**src/rtl/core/upe_pkg.sv**
```systemverilog
// Shared types, constants and character helpers for the URI percent encoder.
package upe_pkg;

  localparam int MAX_SEQUENCE_DEF = 6;
  localparam int QUEUE_DEPTH      = 4;

  localparam logic [7:0] ASCII_PCT  = 8'h25;
  localparam logic [7:0] ASCII_MAX  = 8'd127;

  localparam logic [1:0] ST_OK      = 2'd0;
  localparam logic [1:0] ST_TRUNC   = 2'd1;
  localparam logic [1:0] ST_INVALID = 2'd2;

  typedef enum logic [1:0] {
    CMD_CHAR,
    CMD_HEX,
    CMD_STATUS
  } cmd_kind_t;

  typedef enum logic {
    FRONT_ACCEPT,
    FRONT_DUMP
  } front_state_t;

  typedef struct packed {
    cmd_kind_t   kind;
    logic [7:0]  data;
    logic        last;
    logic [1:0]  status;
  } cmd_t;

  function automatic logic passes_through(input logic [7:0] b);
    logic alnum;
    logic mark;
    alnum = (b >= 8'h30 && b <= 8'h39) || (b >= 8'h41 && b <= 8'h5a) ||
            (b >= 8'h61 && b <= 8'h7a);
    mark  = (b == 8'h2d) || (b == 8'h5f) || (b == 8'h2e) || (b == 8'h21) ||
            (b == 8'h7e) || (b == 8'h2a) || (b == 8'h27) || (b == 8'h28) ||
            (b == 8'h29);
    return alnum || mark;
  endfunction

  function automatic logic [2:0] lead_length(input logic [7:0] b);
    logic [2:0] len;
    len = 3'd0;
    if (b >= 8'd192 && b <= 8'd223)      len = 3'd2;
    else if (b >= 8'd224 && b <= 8'd239) len = 3'd3;
    else if (b >= 8'd240 && b <= 8'd247) len = 3'd4;
    else if (b >= 8'd248 && b <= 8'd251) len = 3'd5;
    else if (b >= 8'd252 && b <= 8'd253) len = 3'd6;
    return len;
  endfunction

  function automatic logic [7:0] hex_digit(input logic [3:0] nib);
    logic [7:0] ch;
    if (nib < 4'd10) ch = 8'h30 + {4'b0, nib};
    else             ch = 8'h57 + {4'b0, nib};
    return ch;
  endfunction

endpackage

```
**src/rtl/core/uri_percent_encoder_unit.sv**
```systemverilog
// Top level of the URI percent encoder: front end, command queue, character emitter.
//
//   channel  direction  handshake           payload
//   in       input      in_valid/in_stall   in_byte, end_of_string
//   out      output     out_valid/out_stall out_char, has_char, last, status
//
// The front end takes one byte per cycle while the queue has room and no sequence is
// being replayed. The back end emits one character per cycle while out_stall is low:
// a pass-through byte gives one character, an escaped byte three, and a completed n-byte
// UTF-8 sequence 3n characters, replayed by the front end with in_stall high meanwhile.
// Reset clears sequence, halt and queue state at once; no clearing pass.
// out_stall holds the output register; the 4-entry queue lets input continue meanwhile.
module uri_percent_encoder_unit import upe_pkg::*; #(
  parameter int MAX_SEQUENCE = MAX_SEQUENCE_DEF
) (
  input  logic       clk,
  input  logic       rst,
  input  logic       in_valid,
  output logic       in_stall,
  input  logic [7:0] in_byte,
  input  logic       end_of_string,
  output logic       out_valid,
  input  logic       out_stall,
  output logic [7:0] out_char,
  output logic       has_char,
  output logic       last,
  output logic [1:0] status
);

  logic q_push;
  logic q_full;
  logic q_pop;
  logic q_empty;
  cmd_t q_cmd;
  cmd_t q_head;

  upe_front #(.MAX_SEQUENCE(MAX_SEQUENCE)) u_front (
    .clk           (clk),
    .rst           (rst),
    .in_valid      (in_valid),
    .in_stall      (in_stall),
    .in_byte       (in_byte),
    .end_of_string (end_of_string),
    .q_full        (q_full),
    .q_push        (q_push),
    .q_cmd         (q_cmd)
  );

  upe_queue u_queue (
    .clk      (clk),
    .rst      (rst),
    .push     (q_push),
    .push_cmd (q_cmd),
    .full     (q_full),
    .pop      (q_pop),
    .empty    (q_empty),
    .head     (q_head)
  );

  upe_back u_back (
    .clk       (clk),
    .rst       (rst),
    .q_empty   (q_empty),
    .q_head    (q_head),
    .q_pop     (q_pop),
    .out_valid (out_valid),
    .out_stall (out_stall),
    .out_char  (out_char),
    .has_char  (has_char),
    .last      (last),
    .status    (status)
  );

endmodule

```
**src/rtl/core/upe_front.sv**
```systemverilog
// Front end: accepts bytes, tracks UTF-8 sequences and halt state, queues encode commands.
module upe_front import upe_pkg::*; #(
  parameter int MAX_SEQUENCE = MAX_SEQUENCE_DEF
) (
  input  logic       clk,
  input  logic       rst,
  input  logic       in_valid,
  output logic       in_stall,
  input  logic [7:0] in_byte,
  input  logic       end_of_string,
  input  logic       q_full,
  output logic       q_push,
  output cmd_t       q_cmd
);

  localparam int BufDepth = MAX_SEQUENCE - 1;
  localparam int IdxW     = (BufDepth > 1) ? $clog2(BufDepth) : 1;

  front_state_t state, state_next;
  logic [2:0]   seq_len, seq_len_next;
  logic [2:0]   seq_filled, seq_filled_next;
  logic [2:0]   dump_idx, dump_idx_next;
  logic         halted, halted_next;
  logic [1:0]   halt_status, halt_status_next;
  logic [7:0]   final_byte;
  logic         final_eos;
  logic [7:0]   seq_buf [BufDepth];
  logic         buf_we;
  logic [IdxW-1:0] buf_wi;
  logic [2:0]   lead_len;
  logic         take;

  assign in_stall = (state != FRONT_ACCEPT) || q_full;
  assign take     = in_valid && !in_stall;
  assign lead_len = lead_length(in_byte);

  always_comb begin
    state_next       = state;
    seq_len_next     = seq_len;
    seq_filled_next  = seq_filled;
    dump_idx_next    = dump_idx;
    halted_next      = halted;
    halt_status_next = halt_status;
    buf_we           = 1'b0;
    buf_wi           = seq_filled[IdxW-1:0];
    q_push           = 1'b0;
    q_cmd            = '{kind: CMD_CHAR, data: in_byte, last: end_of_string, status: ST_OK};
    unique case (state)
      FRONT_ACCEPT: begin
        if (take) begin
          if (halted) begin
            if (end_of_string) begin
              q_push           = 1'b1;
              q_cmd            = '{kind: CMD_STATUS, data: 8'd0, last: 1'b1,
                                   status: halt_status};
              halted_next      = 1'b0;
              halt_status_next = ST_OK;
              seq_len_next     = 3'd0;
              seq_filled_next  = 3'd0;
            end
          end else if (seq_len != 3'd0) begin
            if ((seq_filled + 3'd1) >= seq_len) begin
              // sequence complete: replay buffer, then this byte
              state_next    = FRONT_DUMP;
              dump_idx_next = 3'd0;
            end else begin
              buf_we          = 1'b1;
              seq_filled_next = seq_filled + 3'd1;
              if (end_of_string) begin
                q_push          = 1'b1;
                q_cmd           = '{kind: CMD_STATUS, data: 8'd0, last: 1'b1,
                                    status: ST_TRUNC};
                seq_len_next    = 3'd0;
                seq_filled_next = 3'd0;
              end
            end
          end else if (passes_through(in_byte)) begin
            q_push = 1'b1;
          end else if (in_byte <= ASCII_MAX) begin
            q_push     = 1'b1;
            q_cmd.kind = CMD_HEX;
          end else if (lead_len == 3'd0 || lead_len > 3'(MAX_SEQUENCE)) begin
            if (end_of_string) begin
              q_push = 1'b1;
              q_cmd  = '{kind: CMD_STATUS, data: 8'd0, last: 1'b1, status: ST_INVALID};
            end else begin
              halted_next      = 1'b1;
              halt_status_next = ST_INVALID;
            end
          end else begin
            buf_we          = 1'b1;
            buf_wi          = '0;
            seq_len_next    = lead_len;
            seq_filled_next = 3'd1;
            if (end_of_string) begin
              q_push          = 1'b1;
              q_cmd           = '{kind: CMD_STATUS, data: 8'd0, last: 1'b1,
                                  status: ST_TRUNC};
              seq_len_next    = 3'd0;
              seq_filled_next = 3'd0;
            end
          end
        end
      end
      FRONT_DUMP: begin
        if (!q_full) begin
          q_push = 1'b1;
          if (dump_idx == seq_filled) begin
            q_cmd           = '{kind: CMD_HEX, data: final_byte, last: final_eos,
                                status: ST_OK};
            state_next      = FRONT_ACCEPT;
            seq_len_next    = 3'd0;
            seq_filled_next = 3'd0;
          end else begin
            q_cmd         = '{kind: CMD_HEX, data: seq_buf[dump_idx[IdxW-1:0]], last: 1'b0,
                              status: ST_OK};
            dump_idx_next = dump_idx + 3'd1;
          end
        end
      end
    endcase
  end

  always_ff @(posedge clk) begin
    if (rst) begin
      state       <= FRONT_ACCEPT;
      seq_len     <= 3'd0;
      seq_filled  <= 3'd0;
      dump_idx    <= 3'd0;
      halted      <= 1'b0;
      halt_status <= ST_OK;
    end else begin
      state       <= state_next;
      seq_len     <= seq_len_next;
      seq_filled  <= seq_filled_next;
      dump_idx    <= dump_idx_next;
      halted      <= halted_next;
      halt_status <= halt_status_next;
    end
  end

  always_ff @(posedge clk) begin
    if (take) begin
      final_byte <= in_byte;
      final_eos  <= end_of_string;
    end
    if (buf_we) begin
      seq_buf[buf_wi] <= in_byte;
    end
  end

`ifndef SYNTH
  a_dump_stalls: assert property (@(posedge clk) disable iff (rst)
    state == FRONT_DUMP |-> in_stall)
    else $error("input taken while replaying a sequence");
`endif

endmodule

```
**src/rtl/core/upe_queue.sv**
```systemverilog
// Short command queue between the front end and the character emitter.
module upe_queue import upe_pkg::*; (
  input  logic clk,
  input  logic rst,
  input  logic push,
  input  cmd_t push_cmd,
  output logic full,
  input  logic pop,
  output logic empty,
  output cmd_t head
);

  localparam int PtrW = $clog2(QUEUE_DEPTH);

  cmd_t            entries [QUEUE_DEPTH];
  logic [PtrW-1:0] wr_ptr;
  logic [PtrW-1:0] rd_ptr;
  logic [PtrW:0]   count;

  assign full  = (count == (PtrW+1)'(QUEUE_DEPTH));
  assign empty = (count == '0);
  assign head  = entries[rd_ptr];

  always_ff @(posedge clk) begin
    if (rst) begin
      wr_ptr <= '0;
      rd_ptr <= '0;
      count  <= '0;
    end else begin
      if (push) wr_ptr <= wr_ptr + PtrW'(1);
      if (pop)  rd_ptr <= rd_ptr + PtrW'(1);
      if (push && !pop)      count <= count + (PtrW+1)'(1);
      else if (pop && !push) count <= count - (PtrW+1)'(1);
    end
  end

  always_ff @(posedge clk) begin
    if (push) entries[wr_ptr] <= push_cmd;
  end

`ifndef SYNTH
  a_no_overflow: assert property (@(posedge clk) disable iff (rst)
    !(push && full))
    else $error("push into full queue");
  a_no_underflow: assert property (@(posedge clk) disable iff (rst)
    !(pop && empty))
    else $error("pop from empty queue");
`endif

endmodule

```
**src/rtl/core/upe_back.sv**
```systemverilog
// Back end: expands queued commands into output characters, one per cycle unless stalled.
module upe_back import upe_pkg::*; (
  input  logic       clk,
  input  logic       rst,
  input  logic       q_empty,
  input  cmd_t       q_head,
  output logic       q_pop,
  output logic       out_valid,
  input  logic       out_stall,
  output logic [7:0] out_char,
  output logic       has_char,
  output logic       last,
  output logic [1:0] status
);

  cmd_t       cur;
  logic       cur_valid;
  logic [1:0] phase;

  cmd_t       src;
  logic [1:0] src_phase;
  logic       load;
  logic       emit;
  logic       fin;
  logic [7:0] ch;
  logic       ch_has;
  logic       ch_last;
  logic [1:0] ch_status;

  assign load      = !out_valid || !out_stall;
  assign src       = cur_valid ? cur : q_head;
  assign src_phase = cur_valid ? phase : 2'd0;
  assign emit      = load && (cur_valid || !q_empty);
  assign q_pop     = emit && !cur_valid;

  always_comb begin
    ch        = 8'd0;
    ch_has    = 1'b1;
    ch_last   = src.last;
    ch_status = ST_OK;
    fin       = 1'b1;
    unique case (src.kind)
      CMD_CHAR: begin
        ch = src.data;
      end
      CMD_HEX: begin
        priority if (src_phase == 2'd0) ch = ASCII_PCT;
        else if (src_phase == 2'd1)     ch = hex_digit(src.data[7:4]);
        else                            ch = hex_digit(src.data[3:0]);
        fin     = (src_phase == 2'd2);
        ch_last = src.last && fin;
      end
      CMD_STATUS: begin
        ch_has    = 1'b0;
        ch_last   = 1'b1;
        ch_status = src.status;
      end
      default: begin
        ch_has  = 1'b0;
        ch_last = 1'b0;
      end
    endcase
  end

  always_ff @(posedge clk) begin
    if (rst) begin
      out_valid <= 1'b0;
      cur_valid <= 1'b0;
      phase     <= 2'd0;
    end else if (emit) begin
      out_valid <= 1'b1;
      if (fin) begin
        cur_valid <= 1'b0;
        phase     <= 2'd0;
      end else begin
        cur_valid <= 1'b1;
        phase     <= src_phase + 2'd1;
      end
    end else if (load) begin
      out_valid <= 1'b0;
    end
  end

  always_ff @(posedge clk) begin
    if (emit) begin
      cur      <= src;
      out_char <= ch;
      has_char <= ch_has;
      last     <= ch_last;
      status   <= ch_status;
    end
  end

`ifndef SYNTH
  a_char_ok: assert property (@(posedge clk) disable iff (rst)
    out_valid && has_char |-> status == ST_OK)
    else $error("character transaction with nonzero status");
  a_status_last: assert property (@(posedge clk) disable iff (rst)
    out_valid && !has_char |-> last)
    else $error("status-only transaction without last");
`endif

endmodule

```
**config.mk**
```make
export PLATFORM = sky130hd
export DESIGN_NAME = uri_percent_encoder_unit
export DESIGN_NICKNAME = d
export VERILOG_FILES = /design/src/rtl/core/upe_pkg.sv /design/src/rtl/core/uri_percent_encoder_unit.sv /design/src/rtl/core/upe_front.sv /design/src/rtl/core/upe_queue.sv /design/src/rtl/core/upe_back.sv
export SDC_FILE = /design/constraint.sdc
export NUM_CORES = 1
export LEC_CHECK = 0
export ABC_AREA = 1
export BUFFER_PORTS_ARGS = -buffer_cell sky130_fd_sc_hd__buf_2
export CAP_MARGIN = 20
export CORE_ASPECT_RATIO = 1.2
export CORE_MARGIN = 8
export CORE_UTILIZATION = 27
export DETAILED_ROUTE_END_ITERATION = 8
export MAX_ROUTING_LAYER = met4
export PLACE_DENSITY = 0.52
export SLEW_MARGIN = 20
export SYNTH_ARGS = -nofsm -noshare
export SYNTH_HDL_FRONTEND = slang
export SYNTH_SLANG_ARGS = --single-unit
export TNS_END_PERCENT = 50
```
**constraint.sdc**
```tcl
create_clock -name clk -period 3.7 [get_ports clk]
set_clock_uncertainty 0.2 [all_clocks]
set_input_delay 0.555 -clock clk [delete_from_list [all_inputs] [get_ports clk]]
set_output_delay 0.555 -clock clk [all_outputs]
set_load 0.005 [all_outputs]
```
# After elaboration in Yosys (flattened, before gate mapping)
# Memories as Yosys holds them, arrays and structs flattened. A register that Yosys moved wholly into a read port is not among the register bits.
# Cells that the tools add are included.
[op_classes]
n_addsub = 11
n_lt_le_gt_ge = 21
eq_ne = 32
muxes = 117
n_bitwise = 1
reduce_logical = 50
[op_table]
columns = ["operator", "n"]
rows = [
  ["13-bit two-way mux", 11],
  ["3-bit two-way mux", 42],
  ["8-bit by 6-bit == test with 1-bit output (second input constant)", 7],
  ["8-bit >= comparator (second input constant)", 5],
  ["8-bit less-or-equal comparator (second input constant)", 5],
  ["1-bit two-way mux", 38],
  ["8-bit two-way mux", 4],
  ["13-bit case mux with 2 select lines", 1],
  ["8-bit by 7-bit less-or-equal comparator with 1-bit output (second input constant)", 3],
  ["2-bit two-way mux", 12],
  ["11-bit two-way mux", 2],
  ["3-bit case mux with 2 select lines", 3],
  ["7-bit by 4-bit adder with 8-bit output (first input constant)", 2],
  ["8-bit by 7-bit == test with 1-bit output (second input constant)", 2],
  ["8-bit by 7-bit >= comparator with 1-bit output (second input constant)", 2],
  ["8-bit case mux with 2 select lines", 1],
  ["8-bit AND reduction", 2],
  ["1-bit logical OR", 15],
  ["6-bit by 4-bit adder with 7-bit output (first input constant)", 2],
  ["1-bit logical AND", 14],
  ["2-bit by 1-bit != test with 1-bit output (second input constant)", 7],
  ["4-bit by 2-bit != test with 1-bit output (second input constant)", 3],
  ["2-bit != test (second input constant)", 5],
  ["3-bit by 1-bit adder with 3-bit output (second input constant)", 3],
  ["other kinds (25)", 41],
]
[totals]
ff_bits = 58
ram_bits = 92
output_inout_bits = 14
word_cells = 256
memories = 2
[mem_list]
columns = ["memory", "words", "width", "read_ports", "rd_ports_with_merged_regs", "wr", "line", "source"]
rows = [
  ["u_queue.entries", 4, 13, 1, 1, 1, "upe_queue.sv:15", "cmd_t entries [QUEUE_DEPTH];"],
  ["u_front.seq_buf", 5, 8, 1, 1, 1, "upe_front.sv:27", "logic [7:0] seq_buf [BufDepth];"],
]

# Depth between registers and ports, before layout
[logic_depth]
depth_word = 19
depth_mapped = 17
ltp_nobuf = 15

# Cells and area by module
# A second synthesis with hierarchy kept.
[unflattened]
cells_unflattened = 772
hier_area_um2 = 7505.9
[modules_own_cells]
columns = ["module", "n_inst", "cells_per_inst", "area_each_um2", "seq_area_each_um2"]
rows = [
  ["upe_front", 1, 399, 3490.8, 1771.7],
  ["upe_queue", 1, 184, 2421.1, 1741.7],
  ["upe_back", 1, 189, 1594.0, 830.8],
]

# Worst setup path before layout
# No wires, ideal clock.
[synth_timing]
path_kind = "register -> register"
start = "reg u_front.seq_filled[0]"
end = "reg u_queue.count[2]"
arrival_ps = 2596
slack_ps = 782
stages_incl_launch_ff = 16
synth_period_minus_slack_ps = 2918
path_cell_list = "dfxtp_1 ha_1 xor2_1 ha_1 a21oi_1 nand3_1 o21ai_0 nand3b_1 nand2_1 ha_1 inv_1 fa_1 a21oi_1 o21ai_0 o21ai_0 a21oi_1"
[synth_between]
elab_chain_cells = 10
elab_cells_between_ends = 12
cone_classes = "add/sub: 1; order compare: 1; mux: 6; reduce/logical: 4"
[synth_lines]
columns = ["item", "line", "source"]
rows = [
  ["start: declaration", "upe_front.sv:21", "logic [2:0] seq_filled, seq_filled_next;"],
  ["start signal: assignment", "upe_front.sv:135", "seq_filled <= seq_filled_next;"],
  ["3-bit by 1-bit adder with 3-bit output (*)", "upe_front.sv:62", "if ((seq_filled + 3'd1) >= seq_len) begin"],
  ["3-bit >= comparator (*)", "upe_front.sv:62", ""],
  ["1-bit two-way mux (*)", "upe_front.sv:62", ""],
  ["1-bit two-way mux (*)", "upe_front.sv:61", "end else if (seq_len != 3'd0) begin"],
  ["1-bit two-way mux (*)", "upe_front.sv:51", "if (halted) begin"],
  ["1-bit two-way mux (*)", "upe_front.sv:50", "if (take) begin"],
  ["1-bit case mux with 2 select lines (*)", "upe_front.sv:48", "unique case (state)"],
  ["via q_push", "uri_percent_encoder_unit.sv:30", "logic q_push;"],
  ["1-bit logical NOT", "upe_queue.sv:33", "else if (pop && !push) count <= count - (PtrW+1)'(1);"],
  ["1-bit logical AND", "upe_queue.sv:33", ""],
  ["2-bit nonzero test (no line)", "n/a", ""],
  ["end signal: assignment", "upe_queue.sv:32", "if (push && !pop) count <= count + (PtrW+1)'(1);"],
  ["end signal: assignment", "upe_queue.sv:33", ""],
  ["end: declaration", "upe_queue.sv:18", "logic [PtrW:0] count;"],
]
# Mark *: on every way through the listed nets, which the timed path passes. The rest lies on a longest branch.
# A chain may end at the register's enable or synchronous reset.

# Worst setup path in the final report
# Same ends and word-level chain as after synthesis.

==> results.cfg <==
[global_route]
grtUsageTotal = 0.102
antenna_found_initial = 0
grt_pass1_wl_um = 26400
grt_max_degree = 29
grt_pass1_vias = 5226
grt_overflow = 0

[clocking]
cts_buffers = 17
cts-resized-gates = 0
clk_latency_ns = 0.42
path_clk_slew_ns = 0.06
cts_sinks = 154
ctsHoldBuffers = 0
cts_tree = yes
cts_root_buf = clkbuf_16
ctsLongestPathBuffers = 2
h-tree-depth = 4
post_cts_buffers = 0

[cells_and_area]
drive_gt1_frac = 0.169
n_antenna_cell = 0
fin_nets = 826
syn2layout_area_growth_pct = 14.3

[sta]
period_share = 0.868
relSlewSlack = 0.544
hold_viol = 0
worst_slew_pin_slew_ns = 0.682
rsz0062_at_grt = false
setup_viol = 0
drv_slew = 0
fin_hold_ws_ns = 0.244
fmax_mhz = 311
period_needed_ns = 3.21
setup_tns_ns = 0

[flow_run]
drv_cap = 0

[detailed_routing]
drt-initial-drc-count = 229
wl_per_cell_um = 13.6
drc_errors = 0
num_vias = 5118
antenna_left = 0
finalWirelength_um = 15700
drt-vias-per-instance = 4.45
dr.pass1.iters = 7

[logic_synthesis]
avgSynthCellArea_um2 = 9.80
syn_inst = 763
synthMuxAreaShare = 0
syn_area_mm2 = 0.00748
synth_compound_area_frac = 0.111
yosysUniqueCellTypes = 45
synth-seq-area-share = 0.581
yosys_warnings = 0
synthSimpleGateAreaFrac = 0.204
ys_ff_latch = 154
synth_top_family_by_area = simple AND/OR/NAND/NOR gates
synth_xor_area_frac = 0.00585
synth_fp_nets = 792
synth_fa_ha_area_frac = 0.0278

[die]
rows = 66
initial_core_util = 0.275
ioPinCount = 27
die_y_um = 198
core_mm2 = 0.0272
die-area_mm2 = 0.0333
fp.dieW_um = 168

[critical_path]
cp_slowest_cell = dfxtp_1
cp.required_ns = 3.80
timing_worst_setup_path_type = register to register
cp_max_fo = 7
worstPathCellList = ha_1 -> xor2_1 -> ha_1 -> a21oi_1 -> nand3_1 -> o21ai_0 -> nand3b_1 -> nand2_1 -> ha_1 -> inv_1 -> fa_1 -> a21oi_1 -> o21ai_0 -> o21ai_0 -> a21oi_1
cp-end-kind = register
crit_family = adder cells
start_kind = register
reg2reg_depth = 15
reg2reg_to = u_queue.count[2]
worst-path-buf-inv = 1
cp.arrival_ns = 3.32
r2r_start = u_front.seq_filled[0]
ff2ff_setup_slack_ns = 0.49
critical-path-max-stage-delay_ns = 0.47

[outcome]
status = completed

[pwr]
p_leak_nw = 3.43
vdd_ir_drop_max_mv = 0.334
power.density_mw_per_mm2 = 911

[hold_path]
min_from = in_byte[0]
hold-path-endpoint = u_front.seq_buf[1][0]
hold_depth = 1
hold_class = input pin to register

[placement]
dp_hpwl_um = 11000
globalplace.congestion = 0.847
io_buffers = 26
[state kept, by name, summed over array words and instances, names as in the netlist, 3 cells and up, named ones only]
register and flops:
u_queue.entries 52, u_front.seq_buf 40, u_back.cur 13, u_back.out_char 8, u_front.final_byte 8, u_front.dump_idx 3, u_front.seq_filled 3, u_front.seq_len 3
u_queue.count 3
[report_power, final]
group          leakage [nW]  switching [W]  internal (W)  total, W
sequential             1.41       0.000258       0.00259   0.00284
clock                 0.284       0.000687       0.00101   0.00169
combinational          1.74        0.00223       0.00102   0.00325
[cell usage in the layout (no fill, tap or decap), types with 8 or more instances in the layout]
master and instances:
dfxtp_1 28, ha_1 15, nand2_2 11, a31oi_1 8
buf_2 26, nand4_1 8, o21ai_1 17, edfxtp_1 126
inv_2 15, o31ai_1 8, nand2_1 140, nand3_1 41
o21ai_0 54, nor2_1 77, nand3_2 11, a21oi_1 34
buf_4 9, clkbuf_16 17, inv_1 90
[metrics by stage]
step / cell area [um^2] / setup WS [ns] / util / cells / total power (W)
after global routing: 8550 / 0.144 / 0.315 / 1150 / 0.00848
after floorplan: 7480 / 0.782 / - / 763 / 0.00533
after CTS: 8550 / 0.494 / 0.315 / 1150 / 0.00790
final: 8550 / 0.487 / 0.315 / 1150 / 0.00779
after global placement: 7980 / 0.541 / 0.294 / 1118 / 0.00613
after detailed placement: 7980 / 0.504 / 0.294 / 1118 / 0.00616
[layer usage]
layer	global-route usage	part of all wire	vias to the layer above
met5	-	0	-
met4	0.0344	0.014	0
met3	0.0261	0.031	17
met2	0.175	0.50	91
met1	0.116	0.46	2355
li1	-	-	2655
[worst reg2reg max path: cells and delay by family, from the launching register on]
kind,cells,cell delay [ns]
compound gates,6,0.76
xor+xnor,1,0.20
buf+inv,1,0.07
fa+ha+maj,4,1.08
flops,1,0.47
simple gates,3,0.32
[cell type report]
| type | instances | area, um^2 |
|---|---|---|
| clock inverter | 12 | 124 |
| sequential | 154 | 4340 |
| fill | 2763 | 18600 |
| timing repair buffer | 35 | 198 |
| tap | 340 | 425 |
| multi-input combinational | 483 | 2610 |
| clock buffer | 20 | 447 |
| inverter | 106 | 405 |
[worst max path at each step]
stage                             to  cells after the start             startpoint
finish              u_queue.count[2]                     15  u_front.seq_filled[0]
detailed placement  u_queue.count[2]                     15  u_front.seq_filled[0]
floorplan           u_queue.count[2]                     15  u_front.seq_filled[0]
CTS                 u_queue.count[2]                     15  u_front.seq_filled[0]
global route        u_queue.count[2]                     15  u_front.seq_filled[0]
global placement    u_queue.count[2]                     15  u_front.seq_filled[0]
[cell families (layout without fill, tap and decap cells)]
group                    after synthesis  in the layout
AND/OR/NAND/NOR                      320            320
flip-flops                           154            154
AO/OA/AOI/OAI                        142            142
buffers and inverters                126            173
adder cells (fa/ha/maj)               16             16
XOR/XNOR                               5              5
[cells in the mapped netlist (all sizes together)]
| library cell | number | area, um^2 |
|---|---|---|
| fa | 1 | 20.0 |
| clkbuf | 4 | 15.0 |
| nand4 | 8 | 50.1 |
| o22ai | 4 | 31.3 |
| o21ai | 77 | 408 |
| nand3b | 2 | 15.0 |
| nand2 | 158 | 673 |
| a31oi | 9 | 71.3 |
| edfxtp | 126 | 3780 |
| o31ai | 8 | 60.1 |
| or2 | 6 | 37.5 |
| o211ai | 4 | 30.0 |
| ha | 15 | 188 |
| xnor2 | 3 | 26.3 |
| nor3 | 6 | 35.0 |
| nor4 | 1 | 12.5 |
| nand3 | 52 | 315 |
| buf | 16 | 109 |
| inv | 106 | 405 |
| nor2 | 87 | 390 |
| xor2 | 2 | 17.5 |
| dfxtp | 28 | 561 |
| o21a | 3 | 30.0 |
| o32ai | 2 | 17.5 |
| a21oi | 35 | 179 |
(Power assumes the default switching activity.)
